--- src/design/json_string_unescape_top_defines.svh ---
// Assertion macros shared by the JSON string unescaper.
// Expects i_clk and i_rst_n in the scope of every use.
`ifndef JSON_STRING_UNESCAPE_TOP_DEFINES_SVH
`define JSON_STRING_UNESCAPE_TOP_DEFINES_SVH

// Same-cycle implication, disabled while reset is held.
`define JSU_ASSERT_NOW(lbl, ante, cons) \
    lbl: assert property (@(posedge i_clk) disable iff (!i_rst_n) (ante) |-> (cons)) \
    else $error("jsu: same-cycle check failed");

// Next-cycle implication, disabled while reset is held.
`define JSU_ASSERT_NEXT(lbl, ante, cons) \
    lbl: assert property (@(posedge i_clk) disable iff (!i_rst_n) (ante) |=> (cons)) \
    else $error("jsu: next-cycle check failed");

`endif

--- src/design/jsu_pkg.sv ---
// Types and constants for the JSON string unescaper.
// No dependencies; imported by jsu_front, jsu_back and the top level.
`default_nettype none

package jsu_pkg;

    // Byte codes the parser looks for
    localparam logic [7:0] CH_QUOTE   = 8'h22;
    localparam logic [7:0] CH_BSLASH  = 8'h5C;
    localparam logic [7:0] CH_SLASH   = 8'h2F;
    localparam logic [7:0] CH_LOW_N   = 8'h6E;
    localparam logic [7:0] CH_LOW_U   = 8'h75;
    localparam logic [7:0] CH_LOW_L   = 8'h6C;
    localparam logic [7:0] CH_LOW_B   = 8'h62;
    localparam logic [7:0] CH_LOW_F   = 8'h66;
    localparam logic [7:0] CH_LOW_R   = 8'h72;
    localparam logic [7:0] CH_LOW_T   = 8'h74;
    localparam logic [7:0] CH_DIGIT_0 = 8'h30;
    localparam logic [7:0] CH_DIGIT_9 = 8'h39;
    localparam logic [7:0] CH_UPPER_A = 8'h41;
    localparam logic [7:0] CH_UPPER_F = 8'h46;
    localparam logic [7:0] CH_LOWER_A = 8'h61;
    localparam logic [7:0] CH_LOWER_F = 8'h66;

    // Control codes produced by escapes
    localparam logic [7:0] CODE_BS  = 8'd8;
    localparam logic [7:0] CODE_TAB = 8'd9;
    localparam logic [7:0] CODE_LF  = 8'd10;
    localparam logic [7:0] CODE_FF  = 8'd12;
    localparam logic [7:0] CODE_CR  = 8'd13;

    typedef enum logic [2:0] {
        CLS_QUOTE,
        CLS_BSLASH,
        CLS_LET_N,
        CLS_LET_U,
        CLS_LET_L,
        CLS_OTHER
    } t_cls;

    // One classified input byte
    typedef struct packed {
        logic [7:0] raw;
        t_cls       cls;
        logic       hex_ok;
        logic [3:0] hex_val;
        logic       esc_ok;
        logic [7:0] esc_char;
    } t_token;

    typedef enum logic [1:0] {
        KIND_CHAR = 2'd0,
        KIND_END  = 2'd1,
        KIND_NULL = 2'd2,
        KIND_ERR  = 2'd3
    } t_kind;

    typedef struct packed {
        logic [7:0] char_value;
        t_kind      kind;
    } t_result;

    typedef enum logic [3:0] {
        PH_IDLE = 4'd0,
        PH_NU   = 4'd1,
        PH_NL1  = 4'd2,
        PH_NL2  = 4'd3,
        PH_STR  = 4'd4,
        PH_ESC  = 4'd5,
        PH_HEX1 = 4'd6,
        PH_HEX2 = 4'd7,
        PH_HEX3 = 4'd8,
        PH_HEX4 = 4'd9
    } t_phase;

    // Handshake and status between the parser and its queues
    typedef struct packed {
        logic   tok_pop;
        logic   res_push;
        t_phase phase;
    } t_back_status;

endpackage

`default_nettype wire

--- src/design/jsu_fifo.sv ---
// Small register-based queue used between front, back and result port.
// No package dependencies.
`default_nettype none

module jsu_fifo #(
    parameter int WIDTH = 8,
    parameter int DEPTH = 4
) (
    input  wire logic             i_clk,
    input  wire logic             i_rst_n,
    input  wire logic             i_push,
    input  wire logic [WIDTH-1:0] i_data,
    output logic                  o_full,
    input  wire logic             i_pop,
    output logic [WIDTH-1:0]      o_data,
    output logic                  o_empty
);

    localparam int PTR_W = (DEPTH > 1) ? $clog2(DEPTH) : 1;
    localparam int CNT_W = $clog2(DEPTH + 1);
    localparam logic [PTR_W-1:0] LAST = PTR_W'(DEPTH - 1);
    localparam logic [CNT_W-1:0] FULL_CNT = CNT_W'(DEPTH);

    logic [WIDTH-1:0] r_mem [DEPTH];
    logic [PTR_W-1:0] r_wr_ptr, n_wr_ptr;
    logic [PTR_W-1:0] r_rd_ptr, n_rd_ptr;
    logic [CNT_W-1:0] r_count, n_count;
    logic             wr_en;
    logic             rd_en;

    assign o_full  = (r_count == FULL_CNT);
    assign o_empty = (r_count == '0);
    assign o_data  = r_mem[r_rd_ptr];
    assign wr_en   = i_push && !o_full;
    assign rd_en   = i_pop && !o_empty;

    always_comb begin
        n_wr_ptr = r_wr_ptr;
        n_rd_ptr = r_rd_ptr;
        n_count  = r_count;
        if (wr_en) begin
            n_wr_ptr = (r_wr_ptr == LAST) ? '0 : r_wr_ptr + 1'b1;
        end
        if (rd_en) begin
            n_rd_ptr = (r_rd_ptr == LAST) ? '0 : r_rd_ptr + 1'b1;
        end
        if (wr_en && !rd_en) begin
            n_count = r_count + 1'b1;
        end else if (rd_en && !wr_en) begin
            n_count = r_count - 1'b1;
        end
    end

    always_ff @(posedge i_clk) begin
        if (!i_rst_n) begin
            r_wr_ptr <= '0;
            r_rd_ptr <= '0;
            r_count  <= '0;
        end else begin
            r_wr_ptr <= n_wr_ptr;
            r_rd_ptr <= n_rd_ptr;
            r_count  <= n_count;
        end
    end

    always_ff @(posedge i_clk) begin
        if (wr_en) begin
            r_mem[r_wr_ptr] <= i_data;
        end
    end

endmodule

`default_nettype wire

--- src/design/jsu_front.sv ---
// Byte classifier: tags each incoming byte for the parser.
// Depends on jsu_pkg.
`default_nettype none

module jsu_front (
    input  wire logic  [7:0] i_byte,
    output jsu_pkg::t_token o_tok
);
    import jsu_pkg::*;

    always_comb begin
        o_tok          = '0;
        o_tok.raw      = i_byte;
        o_tok.cls      = CLS_OTHER;
        o_tok.hex_ok   = 1'b0;
        o_tok.hex_val  = '0;
        o_tok.esc_ok   = 1'b0;
        o_tok.esc_char = '0;

        unique case (i_byte)
            CH_QUOTE:  o_tok.cls = CLS_QUOTE;
            CH_BSLASH: o_tok.cls = CLS_BSLASH;
            CH_LOW_N:  o_tok.cls = CLS_LET_N;
            CH_LOW_U:  o_tok.cls = CLS_LET_U;
            CH_LOW_L:  o_tok.cls = CLS_LET_L;
            default:   o_tok.cls = CLS_OTHER;
        endcase

        // Escape letters that map straight to one character
        unique case (i_byte)
            CH_QUOTE, CH_BSLASH, CH_SLASH: begin
                o_tok.esc_ok   = 1'b1;
                o_tok.esc_char = i_byte;
            end
            CH_LOW_B: begin
                o_tok.esc_ok   = 1'b1;
                o_tok.esc_char = CODE_BS;
            end
            CH_LOW_F: begin
                o_tok.esc_ok   = 1'b1;
                o_tok.esc_char = CODE_FF;
            end
            CH_LOW_N: begin
                o_tok.esc_ok   = 1'b1;
                o_tok.esc_char = CODE_LF;
            end
            CH_LOW_R: begin
                o_tok.esc_ok   = 1'b1;
                o_tok.esc_char = CODE_CR;
            end
            CH_LOW_T: begin
                o_tok.esc_ok   = 1'b1;
                o_tok.esc_char = CODE_TAB;
            end
            default: begin
                o_tok.esc_ok   = 1'b0;
                o_tok.esc_char = '0;
            end
        endcase

        priority if (i_byte >= CH_DIGIT_0 && i_byte <= CH_DIGIT_9) begin
            o_tok.hex_ok  = 1'b1;
            o_tok.hex_val = i_byte[3:0];
        end else if (i_byte >= CH_UPPER_A && i_byte <= CH_UPPER_F) begin
            o_tok.hex_ok  = 1'b1;
            o_tok.hex_val = 4'(i_byte - CH_UPPER_A + 8'd10);
        end else if (i_byte >= CH_LOWER_A && i_byte <= CH_LOWER_F) begin
            o_tok.hex_ok  = 1'b1;
            o_tok.hex_val = 4'(i_byte - CH_LOWER_A + 8'd10);
        end else begin
            o_tok.hex_ok  = 1'b0;
            o_tok.hex_val = '0;
        end
    end

endmodule

`default_nettype wire

--- src/design/jsu_back.sv ---
// Parser state machine: consumes classified bytes, produces results.
// Depends on jsu_pkg.
`default_nettype none

module jsu_back (
    input  wire logic                   i_clk,
    input  wire logic                   i_rst_n,
    input  wire jsu_pkg::t_token        i_tok,
    input  wire logic                   i_tok_valid,
    input  wire logic                   i_res_full,
    output jsu_pkg::t_result            o_res,
    output jsu_pkg::t_back_status       o_status
);
    import jsu_pkg::*;

    t_phase     r_phase, n_phase;
    logic [3:0] r_hex, n_hex;
    logic       take;
    logic       res_hit;
    logic [7:0] hex_byte;

    // Only the low byte of the code survives, so keep just the previous digit
    assign hex_byte = {r_hex, i_tok.hex_val};
    assign take     = i_tok_valid && !i_res_full;

    always_comb begin
        n_phase = r_phase;
        n_hex   = r_hex;
        if (take) begin
            unique case (r_phase)
                PH_NU:  n_phase = (i_tok.cls == CLS_LET_U) ? PH_NL1 : PH_IDLE;
                PH_NL1: n_phase = (i_tok.cls == CLS_LET_L) ? PH_NL2 : PH_IDLE;
                PH_NL2: n_phase = PH_IDLE;
                PH_STR: begin
                    if (i_tok.cls == CLS_QUOTE) begin
                        n_phase = PH_IDLE;
                    end else if (i_tok.cls == CLS_BSLASH) begin
                        n_phase = PH_ESC;
                    end
                end
                PH_ESC: begin
                    if (i_tok.cls == CLS_LET_U) begin
                        n_phase = PH_HEX1;
                    end else if (i_tok.esc_ok) begin
                        n_phase = PH_STR;
                    end else begin
                        n_phase = PH_IDLE;
                    end
                end
                PH_HEX1: n_phase = i_tok.hex_ok ? PH_HEX2 : PH_IDLE;
                PH_HEX2: n_phase = i_tok.hex_ok ? PH_HEX3 : PH_IDLE;
                PH_HEX3: n_phase = i_tok.hex_ok ? PH_HEX4 : PH_IDLE;
                PH_HEX4: n_phase = i_tok.hex_ok ? PH_STR : PH_IDLE;
                default: begin
                    // idle, and any code outside the encoding
                    if (i_tok.cls == CLS_LET_N) begin
                        n_phase = PH_NU;
                    end else if (i_tok.cls == CLS_QUOTE) begin
                        n_phase = PH_STR;
                    end else begin
                        n_phase = PH_IDLE;
                    end
                end
            endcase
            if (r_phase == PH_HEX1 || r_phase == PH_HEX2 ||
                r_phase == PH_HEX3 || r_phase == PH_HEX4) begin
                n_hex = i_tok.hex_val;
            end
        end
    end

    always_comb begin
        res_hit          = 1'b0;
        o_res.char_value = '0;
        o_res.kind       = KIND_ERR;
        unique case (r_phase)
            PH_NU:  res_hit = (i_tok.cls != CLS_LET_U);
            PH_NL1: res_hit = (i_tok.cls != CLS_LET_L);
            PH_NL2: begin
                res_hit    = 1'b1;
                o_res.kind = (i_tok.cls == CLS_LET_L) ? KIND_NULL : KIND_ERR;
            end
            PH_STR: begin
                if (i_tok.cls == CLS_QUOTE) begin
                    res_hit    = 1'b1;
                    o_res.kind = KIND_END;
                end else if (i_tok.cls != CLS_BSLASH) begin
                    res_hit          = 1'b1;
                    o_res.kind       = KIND_CHAR;
                    o_res.char_value = i_tok.raw;
                end
            end
            PH_ESC: begin
                if (i_tok.cls != CLS_LET_U) begin
                    res_hit = 1'b1;
                    if (i_tok.esc_ok) begin
                        o_res.kind       = KIND_CHAR;
                        o_res.char_value = i_tok.esc_char;
                    end
                end
            end
            PH_HEX1, PH_HEX2, PH_HEX3: res_hit = !i_tok.hex_ok;
            PH_HEX4: begin
                res_hit = 1'b1;
                if (i_tok.hex_ok) begin
                    o_res.kind       = KIND_CHAR;
                    o_res.char_value = hex_byte;
                end
            end
            default: res_hit = (i_tok.cls != CLS_LET_N) && (i_tok.cls != CLS_QUOTE);
        endcase
        o_status.tok_pop  = take;
        o_status.res_push = take && res_hit;
        o_status.phase    = r_phase;
    end

    always_ff @(posedge i_clk) begin
        if (!i_rst_n) begin
            r_phase <= PH_IDLE;
            r_hex   <= '0;
        end else begin
            r_phase <= n_phase;
            r_hex   <= n_hex;
        end
    end

endmodule

`default_nettype wire

--- src/design/json_string_unescape_top.sv ---
// Top level of the JSON string unescaper: classifier, byte queue, parser, result queue.
// Depends on jsu_pkg, jsu_fifo, jsu_front, jsu_back and the assertion macro header.
//
//  channel  | direction | handshake        | payload
//  ---------+-----------+------------------+------------------------------
//  bytes    | in        | push / full      | i_in_byte
//  results  | out       | pop / empty      | o_char_value, o_result_kind
//
// One byte per cycle sustained, set by the single-step parser state machine, while the
// result queue has room. A byte is registered in the byte queue before the parser takes
// it; its result is registered in the result queue before it reaches the result ports.
// Reset is synchronous and empties both queues; the parser returns to idle.
// When the result queue fills, the parser stalls and the byte queue absorbs up to
// IN_DEPTH bytes before full rises.
`default_nettype none
`include "json_string_unescape_top_defines.svh"

module json_string_unescape_top #(
    parameter int IN_DEPTH  = 4,
    parameter int OUT_DEPTH = 2
) (
    input  wire logic       i_clk,
    input  wire logic       i_rst_n,
    input  wire logic       push,
    output logic            full,
    input  wire logic [7:0] i_in_byte,
    input  wire logic       pop,
    output logic            empty,
    output logic      [7:0] o_char_value,
    output logic      [1:0] o_result_kind
);
    import jsu_pkg::*;

    t_token       front_tok;
    t_token       mid_tok;
    logic         mid_empty;
    t_result      back_res;
    t_back_status back_st;
    logic         res_full;
    t_result      out_res;

    jsu_front u_front (
        .i_byte (i_in_byte),
        .o_tok  (front_tok)
    );

    jsu_fifo #(
        .WIDTH ($bits(t_token)),
        .DEPTH (IN_DEPTH)
    ) u_tok_q (
        .i_clk   (i_clk),
        .i_rst_n (i_rst_n),
        .i_push  (push),
        .i_data  (front_tok),
        .o_full  (full),
        .i_pop   (back_st.tok_pop),
        .o_data  (mid_tok),
        .o_empty (mid_empty)
    );

    jsu_back u_back (
        .i_clk       (i_clk),
        .i_rst_n     (i_rst_n),
        .i_tok       (mid_tok),
        .i_tok_valid (!mid_empty),
        .i_res_full  (res_full),
        .o_res       (back_res),
        .o_status    (back_st)
    );

    jsu_fifo #(
        .WIDTH ($bits(t_result)),
        .DEPTH (OUT_DEPTH)
    ) u_res_q (
        .i_clk   (i_clk),
        .i_rst_n (i_rst_n),
        .i_push  (back_st.res_push),
        .i_data  (back_res),
        .o_full  (res_full),
        .i_pop   (pop),
        .o_data  (out_res),
        .o_empty (empty)
    );

    assign o_char_value  = out_res.char_value;
    assign o_result_kind = out_res.kind;

    `JSU_ASSERT_NOW(a_push_has_room, back_st.res_push, !res_full && !mid_empty)
    `JSU_ASSERT_NOW(a_nonchar_zero, !empty && o_result_kind != KIND_CHAR, o_char_value == 8'd0)
    `JSU_ASSERT_NEXT(a_idle_after_end, back_st.res_push && back_res.kind != KIND_CHAR,
                     back_st.phase == PH_IDLE)

endmodule

`default_nettype wire
--- config.mk ---
export PLATFORM = sky130hd
export DESIGN_NAME = json_string_unescape_top
export DESIGN_NICKNAME = d
export VERILOG_FILES = /design/src/design/jsu_pkg.sv /design/src/design/jsu_fifo.sv /design/src/design/jsu_front.sv /design/src/design/jsu_back.sv /design/src/design/json_string_unescape_top.sv
export VERILOG_INCLUDE_DIRS = /design/src /design/src/design
export SDC_FILE = /design/constraint.sdc
export NUM_CORES = 1
export LEC_CHECK = 0
export ABC_AREA = 1
export ABC_CLOCK_PERIOD_IN_PS = 2200
export BUFFER_PORTS_ARGS = -buffer_cell sky130_fd_sc_hd__buf_2
export CORE_ASPECT_RATIO = 0.8
export CORE_MARGIN = 1.5
export CORE_UTILIZATION = 49
export CTS_BUF_LIST = sky130_fd_sc_hd__clkbuf_8
export CTS_CLUSTER_SIZE = 12
export DETAILED_ROUTE_END_ITERATION = 8
export HOLD_SLACK_MARGIN = 0.06
export PLACE_DENSITY = 0.78
export SLEW_MARGIN = 15
export SYNTH_ARGS = -nofsm -noshare
export SYNTH_HDL_FRONTEND = slang
export SYNTH_SLANG_ARGS = --single-unit
--- constraint.sdc ---
create_clock -name i_clk -period 2.2 [get_ports i_clk]
set_input_delay 0.55 -clock i_clk [delete_from_list [all_inputs] [get_ports i_clk]]
set_output_delay 0.55 -clock i_clk [all_outputs]
set_load 0.1 [all_outputs]
==> impl_metrics.csv, run 1 <==
group,metric,value,unit
die,dieArea,0.0137,mm^2
grt,grt_pass1_vias,4214,
critical_path,reg2reg_depth,17,
power,vdd_drop_max,0.000667,V
timing,hold_viol_final,0,
clock_network,tritoncts,"yes",
timing,setup_slack,0.0593,ns
placement,io_buffers,23,
cells_and_area,syn2layout_area_growth,16.5,%
detailed_routing,ant_nets,0,
timing,finalSetupViolations,0,
clock_network,clkTransAtPathRegs,0.08,ns
synth,syn_inst,597,
clock_network,htreeDepth,4,
critical_path,endpoint_kind,"flop",
power,power_density,1290,mW/mm^2
clock_network,clk-insertion-delay-late,0.44,ns
synth,synth_cell_types,40,
timing,rsz0062_at_grt,"yes",
hold_path,hp-start,"i_in_byte[6]",
critical_path,required,2.53,ns
timing,slew_violations,0,
die,die_x,130,um
clock_network,cts_max_path_buffers,2,
clock_network,cts_root_buf,"clkbuf_8",
cells_and_area,final_util,0.581,
timing,fmaxAchievable,0.467,GHz
clock_network,postCtsHoldBufs,0,
die,core-area,0.0128,mm^2
grt,grt_max_degree,43,
cells_and_area,antenna_cells,0,
grt,overflow,0,
placement,place.gp.congestion,0.969,
clock_network,post_cts_buffers,0,
critical_path,worst-path-max-fanout,9,
cells_and_area,seq_area,0.00405,mm^2
flow_run,drv_cap,0,
timing,relSlewSlack,0.608,
critical_path,critical_path_arrival,2.47,ns
synth,syn_area_per_cell,10.7,um^2
detailed_routing,first_pass_iters,5,
synth,synth_warnings,0,
cells_and_area,layout.nets,684,
die,num_io_pins,24,
grt,track_usage,0.208,
die,dieHeight,105,um
status,status,"finished, final reports clean",
grt,grt_first_pass_wirelength,21300,um
timing,period_share,0.973,
critical_path,critPathLaunchType,"flop",
die,start_util,0.499,
placement,place_ws,-0.112,ns
timing,skew,0.00945,ns
clock_network,clock_sinks,142,
power,p_leak,2.90,nW
die,rows,37,
cells_and_area,drive_above_1_share,0.199,
detailed_routing,drc,0,
synth,ys_ff_latch,142,
hold_path,min_path_type,"primary input to flop",
placement,dp_hpwl,9050,um
critical_path,setup.worst_path.class,"flop to flop",
timing,period_minus_slack,2.14,ns
synth,seq_area_frac_synth,0.635,
cells_and_area,multi_input_area,0.00208,mm^2
detailed_routing,vias,4499,
clock_network,cts_inserted_buffers,17,
detailed_routing,routedWlPerCell,16.0,um
detailed_routing,wl,13600,um
cells_and_area,fillers,1032,
detailed_routing,viasPerCell,5.31,
hold_path,hold_depth,1,
detailed_routing,first_iter_violations,453,
timing,tightest_slew,0.582,ns
grt,grt_antenna_before_repair,0,
synth,syn_area,0.00637,mm^2
[synth_stat cells (all sizes together)]
master	instances	share of area
edfxtp	120	0.57
nand2	95	0.064
nor2	86	0.053
o21ai	66	0.052
inv	54	0.032
nand3	48	0.042
o22ai	23	0.023
dfxtp	22	0.069
a21oi	17	0.013
clkbuf	14	0.0082
ha	12	0.024
mux2	10	0.018
buf	4	0.0055
nor3	4	0.0047
nor4	3	0.0029
o211ai	3	0.0035
a22oi	2	0.0031
and3	2	0.0020
nand4	2	0.0020
xor2	2	0.0028
a211oi	1	0.0012
a31oi	1	0.00098
conb	1	0.00059
fa	1	0.0031
nand2b	1	0.00098
o211a	1	0.0016
o21bai	1	0.0012
o311ai	1	0.0014
[stage by stage]
step / area (um^2) / power (W) / hold WS, ns / instances / TNS [ns]
3_5_place_dp: 6960 / 0.00738 / 0.484 / 815 / -0.137
5_1_grt: 7420 / 0.0101 / 0.345 / 847 / -0.114
6_report: 7420 / 0.00960 / 0.359 / 847 / 0
4_1_cts: 7390 / 0.00954 / 0.339 / 847 / -0.0620
2_1_floorplan: 6380 / 0.00637 / 0.455 / 600 / 0
3_3_place_gp: 6960 / 0.00726 / 0.475 / 815 / 0
[worst paths after layout]
check                                         end  slack [ns]
setup / recovery  u_res_q.r_count[1]$_SDFFE_PN0P_        0.06
hold / removal     u_tok_q.r_mem[1][23]$_DFFE_PP_        0.36
setup reg to reg  u_res_q.r_count[1]$_SDFFE_PN0P_        0.06
hold reg to reg      u_back.r_hex[0]$_SDFFE_PN0P_        0.50
[layout by cell type, fill, tap and decap left out, types with 18 or more instances in the layout]
cell type,instances
o22ai_1,23
o21ai_0,61
nand3_1,43
edfxtp_1,120
dfxtp_1,18
inv_1,51
nand2_1,84
buf_2,23
nor2_1,78
buf_4,28
[registers in the layout, indices dropped and copies added, names as in the netlist, named ones only]
| signal | count |
|---|---|
| u_back.r_hex | 4 |
| u_back.r_phase | 4 |
| u_res_q.r_count | 2 |
| u_res_q.r_mem | 20 |
| u_res_q.r_rd_ptr | 1 |
| u_res_q.r_wr_ptr | 1 |
| u_tok_q.r_count | 3 |
| u_tok_q.r_mem | 100 |
| u_tok_q.r_rd_ptr | 2 |
| u_tok_q.r_wr_ptr | 2 |
[routing by layer]
layer	GRT usage	wire length (um)
met1	0.303	6270
met2	0.302	6090
met3	0.0527	1000
met4	0.0777	198
met5	0	0
[cell type report]
type | count | share of cell area
Clock buffer | 17 | 0.0315
Clock inverter | 15 | 0.0246
Inverter | 54 | 0.0277
Multi-Input combinational cell | 386 | 0.280
Sequential cell | 142 | 0.546
Tap cell | 175 | 0.0295
Timing Repair Buffer | 58 | 0.0604
[worst max-delay path, stage by stage, from the launching register on]
cell and delay [ns]:
dfxtp_4 0.37, buf_12 0.14, nand2_1 0.07, nand3_1 0.10, nand2_2 0.13, inv_2 0.06, nand3_2 0.07, nand2_1 0.07
nand2_1 0.08, inv_1 0.05, nand2_2 0.08, nand2_1 0.07, inv_1 0.09, ha_4 0.20, a21oi_1 0.11, o21ai_1 0.11
o21ai_1 0.17, a21oi_1 0.07
[what timing repair did]
item                       4_1_cts  5_1_grt
gates resized for setup          5       10
setup endpoints to repair       11        9
pin swaps                        0        3
gates cloned                     0        0
[kinds of logic (layout without fill, tap and decap cells)]
logic type,count (synthesis),count (layout),synth area share
AOI/OAI and AO/OA,116,116,0.101
and+or+nand+nor,241,241,0.171
DFF,142,142,0.635
xor gates and xnor gates,2,2,0.00275
adders and majority gates,13,13,0.0267
other,1,4,0.000589
muxes,10,10,0.0177
buffers and inverters,72,144,0.0456
[power by group]
part / internal [W] / switching (W)
sequential: 0.00342 / 0.000172
combinational: 0.00107 / 0.00276
clock: 0.00114 / 0.00103
(Power assumes the default switching activity.)
==> inputs of run 2 (changes only) <==
Settings changed: ABC_CLOCK_PERIOD_IN_PS 2200 to 2100, CORE_UTILIZATION 49 to 59, PLACE_DENSITY 0.78 to 0.87.
Clock period 2.2 ns to 2.1 ns, I/O delays scaled along.
==> run 2 against run 1 <==
  * Sequential power rose by 6.1%
  * Design area rose by 0.89%
  * Sequential share of layout area fell by 0.40 points
  * Critical path type is now flop to primary output
  * Flip-flop and latch count did not move
  * Worst hold slack got worse by 0.0086 ns
  * Highest routed layer unchanged
  * Cell count fell by 3.1%
  * Clock power fell by 4%
  * Combinational power rose by 12%
  * Critical endpoint is now full
==> impl_metrics.csv, run 2 (synthesis gave the netlist of run 1 again) <==
group,metric,value,unit
detailed_routing,first_pass_iters,6,
grt,overflow,0,
die,rows,33,
cells_and_area,fillers,688,
cells_and_area,final_cells,821,
placement,place_ws,-0.138,ns
cells_and_area,antenna_cells,0,
critical_path,worst-path-max-fanout,4,
die,start_util,0.615,
clock_network,clk-insertion-delay-late,0.46,ns
die,num_io_pins,24,
critical_path,setup.worst_path.class,"flop to primary output",
clock_network,tritoncts,"yes",
critical_path,cp_slowest_stage_delay,0.41,ns
cells_and_area,largest_reg_flops,100,
critical_path,cp_slowest_cell,"buf_2",
cells_and_area,multi_input_area,0.00212,mm^2
critical_path,critPathLaunchType,"flop",
grt,grt_pass1_vias,4635,
timing,period_share,0.973,
hold_path,min_path_type,"primary input to flop",
timing,hold_viol_final,0,
cells_and_area,syn2layout_area_growth,17.5,%
clock_network,cts_root_buf,"clkbuf_8",
critical_path,required,1.57,ns
timing,slew_violations,0,
cells_and_area,drive_above_1_share,0.238,
grt,grt_antenna_before_repair,0,
detailed_routing,drc,0,
timing,period_minus_slack,2.04,ns
clock_network,cts_max_path_buffers,2,
placement,dpl-instance-area,0.00697,mm^2
timing,finalSetupViolations,0,
clock_network,clock_sinks,142,
placement,place_inst,788,
power,vdd_drop_max,0.000600,V
detailed_routing,ant_nets,0,
clock_network,htreeDepth,4,
detailed_routing,vias,4741,
cells_and_area,final_area,0.00749,mm^2
placement,place.gp.congestion,0.994,
die,die_x,119,um
critical_path,critical_path_arrival,1.52,ns
timing,skew,0.0164,ns
placement,io_buffers,23,
die,dieArea,0.0114,mm^2
timing,fmaxAchievable,0.489,GHz
cells_and_area,layout.nets,693,
power,p_leak,2.94,nW
detailed_routing,wl,14400,um
grt,grt_max_degree,43,
timing,setup_slack,0.0562,ns
critical_path,path_cells,"nor2_2 -> nand2_1 -> inv_1 -> buf_2",
critical_path,endpoint_kind,"primary output",
placement,dp_hpwl,9500,um
cells_and_area,layout_common_cells,"120 x edfxtp_1, 77 x nor2_1, 76 x nand2_1",
power,power_density,1360,mW/mm^2
grt,track_usage,0.271,
clock_network,clkTransAtPathRegs,0.08,ns
detailed_routing,first_iter_violations,474,
detailed_routing,routedWlPerCell,17.6,um
grt,grt_first_pass_wirelength,23000,um
cells_and_area,final_common_cell,"edfxtp_1",
status,status,"finished, final reports clean",
die,core-area,0.0104,mm^2
flow_run,drv_cap,0,
clock_network,cts_inserted_buffers,17,
cells_and_area,seq_area,0.00406,mm^2
cells_and_area,reg_top3,"u_tok_q.r_mem: 100 flops, u_res_q.r_mem: 20 flops",
die,dieHeight,95.9,um
cells_and_area,regMostFlops,"u_tok_q.r_mem",
detailed_routing,viasPerCell,5.77,
[run 2: area by class of cell]
cell class	instances	share of cell area
Sequential cell	142	0.542
Multi-Input combinational cell	386	0.284
Timing Repair Buffer	67	0.0710
Clock buffer	17	0.0313
Inverter	54	0.0286
Tap cell	140	0.0234
Clock inverter	15	0.0199
[run 2: critical path: cells and delay by family (launching register included)]
family	cells	cell delay, ns
DFF	1	0.36
buffers and inverters	2	0.46
and+or+nand+nor	2	0.23
[run 2: where the power goes]
group / total [W] / internal, W / switching [W]
Clock: 0.00209 / 0.00105 / 0.00104
Sequential: 0.00381 / 0.00359 / 0.000216
Combinational: 0.00432 / 0.00132 / 0.00300
[run 2: per-layer routing]
layer / vias to the layer above / wire (um) / GRT usage
met3: 48 / 1120 / 0.0628
met1: 2251 / 5920 / 0.343
met5: - / 0 / 0
li1: 2232 / - / -
met4: 0 / 504 / 0.144
met2: 210 / 6870 / 0.445
[run 2: per-stage QoR]
| step | util | hold slack, ns | TNS, ns | total power (W) |
|---|---|---|---|---|
| global placement | 0.672 | 0.471 | -0.143 | 0.00764 |
| global route | 0.722 | 0.358 | -0.0392 | 0.0107 |
| detailed placement | 0.672 | 0.484 | -2.56 | 0.00781 |
| CTS | 0.714 | 0.335 | 0 | 0.00999 |
| finish | 0.722 | 0.351 | 0 | 0.0102 |
| floorplan | - | 0.455 | -6.99 | 0.00668 |
[run 2: final timing paths]
path	from	end	slack (ns)	cells past startpoint
setup reg to reg	flop	u_res_q.r_count[1]$_SDFFE_PN0P_	0.07	15
hold / removal	i_in_byte[7]	u_tok_q.r_mem[1][24]$_DFFE_PP_	0.35	1
setup / recovery	u_tok_q.r_count[0]$_SDFFE_PN0P_	full	0.06	4
hold reg to reg	u_back.r_hex[2]$_SDFFE_PN0P_	u_back.r_hex[2]$_SDFFE_PN0P_	0.49	2
[run 2: timing repair]
| action | CTS | global route |
|---|---|---|
| endpoints found under the setup margin | 21 | 22 |
| gates resized for setup | 22 | 29 |
| buffers inserted | 0 | 1 |
| hold buffers | 0 | 0 |
| endpoints found under the hold margin | 0 | 0 |
| pin swaps | 2 | 6 |
==> inputs of run 3 (changes only) <==
Settings changed: CORE_ASPECT_RATIO 0.8 to not set.
==> run 3 against run 2 <==
  * Global-route usage is 1.2 points lower
  * Fmax is 1.5% higher
  * Cell count decreased by 0.61%
  * Clock-buffer cell count unchanged
  * Sequential power barely moved
  * Combinational power down 2%
  * Via count shrank 0.78%
  * Largest cell class unchanged
  * Highest routed layer unchanged
==> impl_metrics.csv, run 3 (synthesis gave the netlist of run 1 again) <==
group,metric,value,unit
timing,hold_viol_final,0,
timing,period_share,0.959,
hold_path,hold_depth,1,
timing,period_minus_slack,2.01,ns
critical_path,cp_slowest_stage_delay,0.37,ns
grt,grt_max_degree,43,
die,dieHeight,107,um
cells_and_area,largest_reg_flops,100,
detailed_routing,first_iter_violations,346,
die,core-area,0.0104,mm^2
critical_path,reg2reg_from,"u_back.r_phase[0]$_SDFFE_PN0P_",
critical_path,setup.worst_path.class,"flop to flop",
cells_and_area,final_common_cell,"edfxtp_1",
critical_path,critical_path_arrival,2.36,ns
critical_path,path_cells,"inv_1 -> nor2_2 -> nand2_1 -> nand2_1 -> nor2_1 -> nand2_1 -> nand2_1 -> nor2_2 -> nand2_2 -> nand2_1 -> inv_2 -> ha_4 -> a21oi_2 -> o21ai_2 -> o21ai_1 -> a21oi_1",
timing,slew_violations,0,
critical_path,cp_num_buf_inv,2,
die,die_x,107,um
grt,grt_first_pass_wirelength,22100,um
clock_network,tritoncts,"yes",
clock_network,cts_max_path_buffers,2,
die,num_io_pins,24,
hold_path,hold_end,"u_tok_q.r_mem[3][23]$_DFFE_PP_",
cells_and_area,layout_common_cells,"120 x edfxtp_1, 79 x nand2_1, 76 x nor2_1",
grt,grt_pass1_vias,4667,
critical_path,worst-path-max-fanout,4,
power,total_power,0.00991,W
cells_and_area,syn2layout_area_growth,16.9,%
timing,relSlewSlack,0.658,
cells_and_area,antenna_cells,0,
grt,overflow,0,
critical_path,cp_slowest_cell,"dfxtp_2",
critical_path,required,2.44,ns
hold_path,hp-start,"i_in_byte[6]",
hold_path,min_path_type,"primary input to flop",
die,dieArea,0.0114,mm^2
timing,fmaxAchievable,0.497,GHz
clock_network,clk-insertion-delay-late,0.45,ns
status,status,"finished, final reports clean",
timing,skew,0.00927,ns
power,vdd_drop_max,0.00116,V
critical_path,crit_family,"simple AND/OR/NAND/NOR gates",
placement,place_inst,782,
critical_path,reg2reg_depth,16,
grt,grt_antenna_before_repair,0,
power,p_leak,2.91,nW
cells_and_area,regMostFlops,"u_tok_q.r_mem",
detailed_routing,vias,4704,
placement,io_buffers,23,
detailed_routing,routedWlPerCell,16.8,um
detailed_routing,viasPerCell,5.76,
cells_and_area,drive_above_1_share,0.235,
timing,tns,0,ns
critical_path,critPathLaunchType,"flop",
clock_network,clock_sinks,142,
timing,tightest_slew,0.508,ns
cells_and_area,final_cells,816,
detailed_routing,ant_nets,0,
die,start_util,0.612,
clock_network,htreeDepth,4,
cells_and_area,layout.nets,692,
cells_and_area,reg_top3,"u_tok_q.r_mem: 100 flops, u_res_q.r_mem: 20 flops",
timing,finalSetupViolations,0,
critical_path,timing.rr.end,"u_res_q.r_count[1]$_SDFFE_PN0P_",
critical_path,rrSetupSlack,0.09,ns
flow_run,drv_cap,0,
critical_path,crit_top_cell,"nand2_1",
clock_network,cts_root_buf,"clkbuf_8",
power,power_density,1330,mW/mm^2
critical_path,endpoint_kind,"flop",
timing,rsz0062_at_grt,"yes",
detailed_routing,first_pass_iters,5,
detailed_routing,wl,13700,um
placement,place.gp.congestion,1.03,
clock_network,postCtsHoldBufs,0,
grt,track_usage,0.259,
placement,dp_hpwl,9120,um
detailed_routing,drc,0,
die,rows,37,
clock_network,cts_inserted_buffers,17,
clock_network,clkTransAtPathRegs,0.08,ns
==> run 3: cell types whose count changed in the layout (fill, tap and decap cells not counted), sizes merged <==
cell,delta
buf,-12
clkbuf,+11
clkinvlp,+1
clkinv,-3
bufinv,-2
inv,+4
==> run 3: power breakdown <==
part	total [W]	leakage, nW	switching (W)	internal, W
logic	0.00424	1.45	0.00295	0.00129
clock network	0.00188	0.161	0.00106	0.000823
registers	0.00379	1.29	0.000200	0.00359
==> run 3: metal layers <==
metal,global-route usage,wire length [um],vias up
li1,-,-,2222
met1,0.305,5360,2180
met2,0.440,6950,253
met3,0.0620,1010,49
met4,0.135,432,0
met5,0,0,-
==> run 3: worst reg2reg max path, stage by stage (launching register included) <==
cell and delay, ns:
dfxtp_2 0.37, inv_1 0.08, nor2_2 0.12, nand2_1 0.16, nand2_1 0.13, nor2_1 0.05
nand2_1 0.05, nand2_1 0.06, nor2_2 0.11, nand2_2 0.06, nand2_1 0.09, inv_2 0.05
ha_4 0.22, a21oi_2 0.12, o21ai_2 0.07, o21ai_1 0.12, a21oi_1 0.05
==> run 3: cell type report <==
type	instances	area, um^2
Inverter	54	208
Multi-Input combinational cell	386	2140
Clock inverter	15	111
Timing Repair Buffer	66	523
Fill cell	687	2970
Sequential cell	142	4060
Clock buffer	17	234
Tap cell	136	170
==> run 3: repair_timing <==
item	CTS	global route
gates cloned	0	0
gates resized for setup	4	45
buffers inserted	0	2
endpoints found under the setup margin	12	41
pin swaps	0	5
==> run 3: stage by stage <==
stage                      util  setup WS, ns  hold WS, ns  cell area, um^2
after global placement    0.667       -0.0174        0.468             6950
after CTS                 0.701       -0.0866        0.339             7300
after global routing      0.715       -0.0477        0.341             7450
final                     0.715        0.0870        0.355             7450
after detailed placement  0.667        -0.134        0.488             6950
after floorplan               -       -0.0699        0.455             6380
==> run 3: worst max-delay path by stage <==
| stage | from | endpoint | cells after the start |
|---|---|---|---|
| 3_5_place_dp | i_in_byte[0] | u_tok_q.r_mem[0][0]$_DFFE_PP_ | 11 |
| 3_3_place_gp | i_in_byte[1] | u_tok_q.r_mem[2][11]$_DFFE_PP_ | 9 |
| 6_report | u_back.r_phase[0]$_SDFFE_PN0P_ | u_res_q.r_count[1]$_SDFFE_PN0P_ | 16 |
| 2_1_floorplan | push | u_tok_q.r_mem[0][0]$_DFFE_PP_ | 2 |
| 5_1_grt | flop | u_res_q.r_count[1]$_SDFFE_PN0P_ | 16 |
| 4_1_cts | u_back.r_phase[2]$_SDFFE_PN0P_ | u_res_q.r_count[1]$_SDFFE_PN0P_ | 16 |
